File: config.mk
export PLATFORM = sky130hd
export DESIGN_NAME = ascii_dec_hex_number_parser_top
export DESIGN_NICKNAME = d
export VERILOG_FILES = /design/src/sv/adhp_pkg.sv /design/src/sv/ascii_dec_hex_number_parser_top.sv /design/src/sv/adhp_digit.sv /design/src/sv/adhp_core.sv
export SDC_FILE = /design/constraint.sdc
export NUM_CORES = 1
export LEC_CHECK = 0
export BUFFER_PORTS_ARGS = -buffer_cell sky130_fd_sc_hd__buf_2
export CAP_MARGIN = 20
export CORE_MARGIN = 3
export CORE_UTILIZATION = 35
export CTS_CLUSTER_DIAMETER = 200
export DETAILED_ROUTE_END_ITERATION = 10
export PLACE_DENSITY_LB_ADDON = 0.05
export SYNTH_ARGS = -nofsm -noshare
export SYNTH_HDL_FRONTEND = slang
export SYNTH_SLANG_ARGS = --single-unit
File: constraint.sdc
create_clock -name clk -period 5.8 [get_ports clk]
set_input_delay 0 -clock clk [delete_from_list [all_inputs] [get_ports clk]]
set_output_delay 0 -clock clk [all_outputs]
set_load 0.02 [all_outputs]
File: src/sv/adhp_pkg.sv
// ----------------------------------------------------------------------------
// adhp_pkg
// Shared types and character constants for the ASCII number parser.
// ----------------------------------------------------------------------------
package adhp_pkg;

	localparam int VALUE_BITS = 32;
	localparam int INDEX_BITS = 16;

	localparam logic [INDEX_BITS-1:0] INDEX_MAX = {INDEX_BITS{1'b1}};

	localparam logic [7:0] CH_ZERO = 8'h30;  // '0'
	localparam logic [7:0] CH_NINE = 8'h39;  // '9'
	localparam logic [7:0] CH_X    = 8'h78;  // 'x'
	localparam logic [7:0] CH_A    = 8'h61;  // 'a'
	localparam logic [7:0] CH_F    = 8'h66;  // 'f'

	// Parser mode, one-hot.
	typedef enum logic [3:0] {
		MODE_IDLE  = 4'b0001,
		MODE_LEAD0 = 4'b0010,
		MODE_DEC   = 4'b0100,
		MODE_HEX   = 4'b1000
	} adhp_mode_t;

	typedef struct packed {
		logic [7:0] ch;
		logic       start_req;
	} adhp_req_t;

	typedef struct packed {
		logic [VALUE_BITS-1:0] value;
		logic [INDEX_BITS-1:0] stop_index;
		logic                  was_hex;
	} adhp_rsp_t;

endpackage

File: src/sv/ascii_dec_hex_number_parser_top.sv
// ----------------------------------------------------------------------------
// ascii_dec_hex_number_parser_top
// Streams ASCII characters in and returns one unsigned number per string.
// ----------------------------------------------------------------------------
// Usage:
//   req channel (req_valid/req_ready/req) carries one character per request;
//   req.start_req marks the first character of a new string and drops any
//   parse in progress. A leading "0x" selects hexadecimal (0-9, a-f),
//   otherwise digits are decimal 0-9. The value wraps modulo 2^32.
//   rsp channel (rsp_valid/rsp_ready/rsp) returns value, stop_index and
//   was_hex when the first non-digit character (terminator included) ends
//   the string. Characters that continue a string give no response.
// Timing:
//   An accepted request is registered in the input register, then decoded
//   and folded into the accumulator; its response, if any, is captured in
//   the result register as the accumulator updates.
//   One request per cycle is sustained unless a response stalls (see Stall);
//   the limit is the multiply-add feedback on the accumulator.
// Reset:
//   arst_n clears the parse state to idle and empties both registers.
// Stall:
//   While a response waits on rsp_ready, digits keep flowing; a request that
//   would produce a second response holds in the input register and
//   req_ready drops until the response is taken.
// ----------------------------------------------------------------------------
module ascii_dec_hex_number_parser_top
	import adhp_pkg::*;
(
	input  logic      clk,
	input  logic      arst_n,
	input  logic      req_valid,
	output logic      req_ready,
	input  adhp_req_t req,
	output logic      rsp_valid,
	input  logic      rsp_ready,
	output adhp_rsp_t rsp
);

	logic      valid_s1;
	adhp_req_t req_s1;
	logic      emit;
	adhp_rsp_t rsp_next;
	logic      out_free;
	logic      step;
	logic      rsp_valid_q;
	adhp_rsp_t rsp_q;

	// Output register can take a new response this cycle
	assign out_free = !rsp_valid_q || rsp_ready;
	// Advance the held request unless its response would overwrite one waiting
	assign step      = valid_s1 && (!emit || out_free);
	assign req_ready = !valid_s1 || step;

	// Input register
	always_ff @(posedge clk or negedge arst_n) begin
		if (!arst_n) begin
			valid_s1 <= 1'b0;
		end else if (req_ready) begin
			valid_s1 <= req_valid;
		end
	end

	always_ff @(posedge clk) begin
		if (req_valid && req_ready) begin
			req_s1 <= req;
		end
	end

	adhp_core u_core (
		.clk    (clk),
		.arst_n (arst_n),
		.step   (step),
		.req_s1 (req_s1),
		.emit   (emit),
		.rsp    (rsp_next)
	);

	// Result register
	always_ff @(posedge clk or negedge arst_n) begin
		if (!arst_n) begin
			rsp_valid_q <= 1'b0;
		end else if (step && emit) begin
			rsp_valid_q <= 1'b1;
		end else if (rsp_ready) begin
			rsp_valid_q <= 1'b0;
		end
	end

	always_ff @(posedge clk) begin
		if (step && emit) begin
			rsp_q <= rsp_next;
		end
	end

	assign rsp_valid = rsp_valid_q;
	assign rsp       = rsp_q;

`ifndef SYNTHESIS
	a_no_overwrite: assert property (@(posedge clk) disable iff (!arst_n)
		rsp_valid_q && !rsp_ready |-> !(step && emit))
		else $error("waiting response overwritten");

	a_stall_blocks: assert property (@(posedge clk) disable iff (!arst_n)
		valid_s1 && emit && rsp_valid_q && !rsp_ready |-> !req_ready)
		else $error("request taken while result path blocked");

	a_s1_held: assert property (@(posedge clk) disable iff (!arst_n)
		valid_s1 && !step |=> valid_s1 && $stable(req_s1))
		else $error("held request lost");
`endif

endmodule

File: src/sv/adhp_digit.sv
// ----------------------------------------------------------------------------
// adhp_digit
// Decodes one character into a digit value for base 10 or base 16.
// ----------------------------------------------------------------------------
module adhp_digit
	import adhp_pkg::*;
(
	input  logic [7:0] ch,
	input  logic       hex_en,
	output logic       is_digit,
	output logic [3:0] digit
);

	logic is_dec;
	logic is_hex_letter;

	always_comb begin
		is_dec        = (ch >= CH_ZERO) && (ch <= CH_NINE);
		is_hex_letter = hex_en && (ch >= CH_A) && (ch <= CH_F);
		is_digit      = is_dec || is_hex_letter;
		// 'a' has low nibble 1, so add nine for 10..15
		if (is_hex_letter) begin
			digit = ch[3:0] + 4'd9;
		end else begin
			digit = ch[3:0];
		end
	end

endmodule

File: src/sv/adhp_core.sv
// ----------------------------------------------------------------------------
// adhp_core
// Parse state (mode, accumulator, position) and its next-state update.
// ----------------------------------------------------------------------------
module adhp_core
	import adhp_pkg::*;
(
	input  logic      clk,
	input  logic      arst_n,
	input  logic      step,
	input  adhp_req_t req_s1,
	output logic      emit,
	output adhp_rsp_t rsp
);

	adhp_mode_t            mode_q, mode_d;
	logic [VALUE_BITS-1:0] acc_q, acc_d;
	logic [INDEX_BITS-1:0] pos_q, pos_d;

	logic [VALUE_BITS-1:0] acc_base;
	logic [INDEX_BITS-1:0] pos_base;
	logic [INDEX_BITS-1:0] pos_adv;
	logic [VALUE_BITS-1:0] acc_x10;
	logic [VALUE_BITS-1:0] acc_x16;
	logic                  hex_en;
	logic                  is_digit;
	logic [3:0]            digit;
	logic [VALUE_BITS-1:0] digit_ext;

	assign hex_en = !req_s1.start_req && (mode_q == MODE_HEX);

	adhp_digit u_digit (
		.ch       (req_s1.ch),
		.hex_en   (hex_en),
		.is_digit (is_digit),
		.digit    (digit)
	);

	always_comb begin
		acc_base  = req_s1.start_req ? '0 : acc_q;
		pos_base  = req_s1.start_req ? '0 : pos_q;
		pos_adv   = (pos_base == INDEX_MAX) ? pos_base : pos_base + 1'b1;
		digit_ext = {{(VALUE_BITS-4){1'b0}}, digit};
		acc_x10   = (acc_base << 3) + (acc_base << 1);
		acc_x16   = acc_base << 4;

		mode_d = mode_q;
		acc_d  = acc_q;
		pos_d  = pos_q;
		emit   = 1'b0;
		rsp.value      = acc_base;
		rsp.stop_index = pos_base;
		rsp.was_hex    = 1'b0;

		if (req_s1.start_req) begin
			if (req_s1.ch == CH_ZERO) begin
				mode_d = MODE_LEAD0;
				acc_d  = '0;
				pos_d  = pos_adv;
			end else if (is_digit) begin
				mode_d = MODE_DEC;
				acc_d  = digit_ext;
				pos_d  = pos_adv;
			end else begin
				emit = 1'b1;
			end
		end else begin
			unique case (mode_q)
				MODE_IDLE: begin
					// hold: stray character outside a string
				end
				MODE_LEAD0: begin
					if (req_s1.ch == CH_X) begin
						mode_d = MODE_HEX;
						acc_d  = '0;
						pos_d  = pos_adv;
					end else if (is_digit) begin
						mode_d = MODE_DEC;
						acc_d  = digit_ext;
						pos_d  = pos_adv;
					end else begin
						emit = 1'b1;
					end
				end
				MODE_DEC: begin
					if (is_digit) begin
						acc_d = acc_x10 + digit_ext;
						pos_d = pos_adv;
					end else begin
						emit = 1'b1;
					end
				end
				MODE_HEX: begin
					if (is_digit) begin
						acc_d = acc_x16 + digit_ext;
						pos_d = pos_adv;
					end else begin
						emit        = 1'b1;
						rsp.was_hex = 1'b1;
					end
				end
				default: begin
					mode_d = MODE_IDLE;
				end
			endcase
		end

		// drop state once a result leaves
		if (emit) begin
			mode_d = MODE_IDLE;
			acc_d  = '0;
			pos_d  = '0;
		end
	end

	always_ff @(posedge clk or negedge arst_n) begin
		if (!arst_n) begin
			mode_q <= MODE_IDLE;
			acc_q  <= '0;
			pos_q  <= '0;
		end else if (step) begin
			mode_q <= mode_d;
			acc_q  <= acc_d;
			pos_q  <= pos_d;
		end
	end

`ifndef SYNTHESIS
	a_emit_clears: assert property (@(posedge clk) disable iff (!arst_n)
		step && emit |=> (mode_q == MODE_IDLE) && (acc_q == '0) && (pos_q == '0))
		else $error("parse state not cleared after result");

	a_idle_silent: assert property (@(posedge clk) disable iff (!arst_n)
		step && !req_s1.start_req && (mode_q == MODE_IDLE) |-> !emit)
		else $error("result produced while idle");

	a_hex_origin: assert property (@(posedge clk) disable iff (!arst_n)
		emit && rsp.was_hex |-> !req_s1.start_req && (mode_q == MODE_HEX))
		else $error("hex flag outside hex mode");

	a_pos_steps: assert property (@(posedge clk) disable iff (!arst_n)
		step && !emit && (mode_d != mode_q || acc_d != acc_q) |-> pos_d != '0)
		else $error("position not advanced on consumed digit");
`endif

endmodule
==> results.md <==
- Status: completed
- Synth Instances: between 700 and 800
- First-pass GRT wire length: between 30000 and 40000 um
- IR drop worst, VDD: between 0.1 and 0.15 mV
- Routed length per instance: ~18 um
- Total leakage power: ~3.5 nW
- Post-synthesis compound-gate area fraction: between 15 and 20%
- Reg2reg end: u_core.acc_q[30]
- Die ar.: approximately 22000 um2
- Post-DRT Antenna Nets: 0
- GR Util met2: between 20% and 30%
- Hpwl dp: ~13000 um
- DR DRC count: 0
- Critical Path RT: 6.03 ns
- Fmax: between 200 and 250 MHz
- Pin count of the biggest net entering global routing: between 50 and 60
- Critical Path Source Type: flip-flop
- FF-to-FF setup slack: ~0.85 ns
- Tmin final: about 5 ns
- CP endpoint kind: flip-flop
- Port bufs: 63
- GR Util met3: ~1.9%
- Fin nets: around 850
- Adder-Cell Fraction of Synth Area: about an eighth
- Final worst path period share: between 80% and 90%
- Die Ht: between 100 and 150 um
- CTS tree: built
- Clock sink count: 112
- Most frequent cells in the layout: 66 x nand2_1, 64 x ha_1, 63 x buf_2
- EDFF count, synth: 58
- Post-Syn Area: 7090 um2
- H-tree depth: 3
- R2R depth: 19
- Most common cell after layout, fill and taps aside: nand2_1
- Initial antenna violation count: 0
- Total track usage: 17.7%
- Maximum clock insertion buffer count: 2
- Yosys warns: 0
- Synth-to-Final Area Change: 13.4%
- FP Rows: 51
- Crit path kind: flip-flop to flip-flop
- Register clock-pin slew on the reported worst setup and hold paths: 0.08 ns
- Ant diodes: 0
- Clock Latency Late Sink: roughly 0.36 ns
- Hold-fix buffers, CTS: 11
- DR vias: around 5700
- Gr ovfl total: 0
- Reg2reg start: req_s1[2]
- Hold Crit Depth: 4
- Syn Nets: between 700 and 800
- Final hold vios: 0
- Cell taking the most area after synthesis: edfxtp_1
- Pwr dens: between 200 and 250 nW/um2
- Combinational family with the most area after synthesis: compound AO/OA/AOI/OAI gates
- Hold_sp: rsp_ready
- CTS Buf Count: 9
- GR met1 Demand/Resource: between 20 and 30%
- # IOs: 64
- Synth Register Bits: 112
- Die Span X: between 100 and 150 um
- DR iter-0 viols: approximately 320
- TritonRoute pass-1 iters: 5
- Mux cell area share after synthesis: less than 1%
- Maxcap violations: 0
- Starting Density: a little over a third
- Core area: 19700 um2
- CP Max Fanout: 6
- Worst-Margin Slew: around 0.95 ns
- XOR/XNOR Fraction of Synth Area: approximately 4%
- Root buf cell: clkbuf_16
- Cell area after layout: ~8000 um2
- Vias in the first global route: just under 6000
- Final setup vio count: 0
- Post-CTS Setup Inserts: 0
- Sequential share of the synthesized area: 43.6%
- Clock skew: around 0.0076 ns
- Post-Route WL: 19000 um
- Gr busiest metal: met2
- Worst hold path type: input pin to flip-flop
- Fin Setup TNS: 0 ns
- Synth area leaders: edfxtp_1 25%, dfrtp_1 19%, ha_1 11%
- WHS Endpoint: valid_s1
- Cell variety after synth: 71
- Post-synth ARST share: 48.2%
- Vias/cell: about 5.5
- Area after DPL: approximately 7700 um2
- Layout cell share with drive strength beyond 1: a little over an eighth
- Post-CTS Resized: 0
- Max_slew headroom: a little over a third
- GPL Wtd Cong: 0.872
- Final Slew Violations: 0
- Post-synth top flop: edfxtp_1
- Arrival @ worst endpoint: approximately 5.2 ns
- Post-synthesis simple-gate area fraction: between 10% and 20%
- Unrepaired setup endpoints after global routing: false
- Post-synth top area share: 24.6%
- Avg Cell Area, Syn: about 10 um2
[cell families (layout without fill, tap and decap cells)]
group	Yosys count	in the layout
simple gates	240	240
compound gates	218	218
flops	112	112
fa+ha+maj	66	66
buf+inv	44	108
xor+xnor	32	32
mux	3	3
[routing by layer]
metal | vias to the layer above | part of all wire, %
met1 | 2803 | 49
li1 | 2772 | -
met3 | 17 | 3.3
met4 | 0 | 1.6
met5 | - | 0
met2 | 113 | 46
[worst max-delay path by stage]
stage / startpoint / endpoint / slack (ns)
floorplan: req_s1[0] / u_core.acc_q[30] / 1.44
finish: req_s1[2] / u_core.acc_q[30] / 0.85
global placement: req_s1[2] / u_core.acc_q[30] / 1.05
CTS: req_s1[2] / u_core.acc_q[30] / 0.83
detailed placement: req_s1[2] / u_core.acc_q[30] / 0.89
global route: req_s1[2] / u_core.acc_q[30] / 0.28
[final cells by class]
class,count,area [um2]
fill,1968,11600
multi-input combinational,559,3810
sequential,112,3090
timing repair buffer,82,485
tap,265,332
clock buffer,10,229
clock inverter,6,51.3
inverter,10,37.5
[registers in the layout (all words and copies together), names as in the netlist]
signal         count
rsp               49
u_core.acc_q      32
rsp_valid          1
valid_s1           1
u_core.pos_q      16
u_core.mode_q      4
req_s1             9
[cells in the mapped netlist, drive strengths merged (7+ instances only)]
library cell and number:
a21oi 59, a22o 9, a22oi 19, nand3 18
ha 64, a21o 14, dfrtp 53, buf 8
nor3 9, and3 9, nor2 44, clkbuf 26
xnor2 20, nor2b 53, edfxtp 58, inv 10
o221ai 7, o21ai 56, xor2 12, nand2b 8
nand2 66
[power by group]
part | switching, W | internal [W]
logic | 0.000128 | 0.0000589
clock network | 0.000316 | 0.000301
registers | 0.0000229 | 0.000874
[worst max-delay path, stage by stage, from the launching register on]
cell and delay, ns:
edfxtp_1 0.48, inv_1 0.17, ha_1 0.18, nor2_1 0.06, a2111oi_2 0.44, and2_1 0.32
nand2_1 0.10, xnor2_1 0.20, ha_1 0.28, ha_1 0.23, fa_1 0.42, a211oi_1 0.30
o21bai_1 0.11, a21oi_1 0.35, o31ai_1 0.17, o41ai_1 0.45, a21oi_1 0.15, o22ai_1 0.15
xor2_1 0.18, o21ai_0 0.09
[per-stage QoR]
| step | power, W | worst slack, ns | util, % | hold slack (ns) | cells |
|---|---|---|---|---|---|
| 2_1_floorplan | 0.00103 | 1.44 | - | -0.296 | 715 |
| 3_3_place_gp | 0.00109 | 1.05 | 38.9 | 0.178 | 1017 |
| 3_5_place_dp | 0.00110 | 0.886 | 38.9 | 0.179 | 1017 |
| 4_1_cts | 0.00173 | 0.826 | 40.9 | 0.0826 | 1044 |
| 5_1_grt | 0.00178 | 0.276 | 40.9 | 0.107 | 1044 |
| 6_report | 0.00170 | 0.853 | 40.9 | 0.0762 | 1044 |
(Power assumes the default switching activity.)
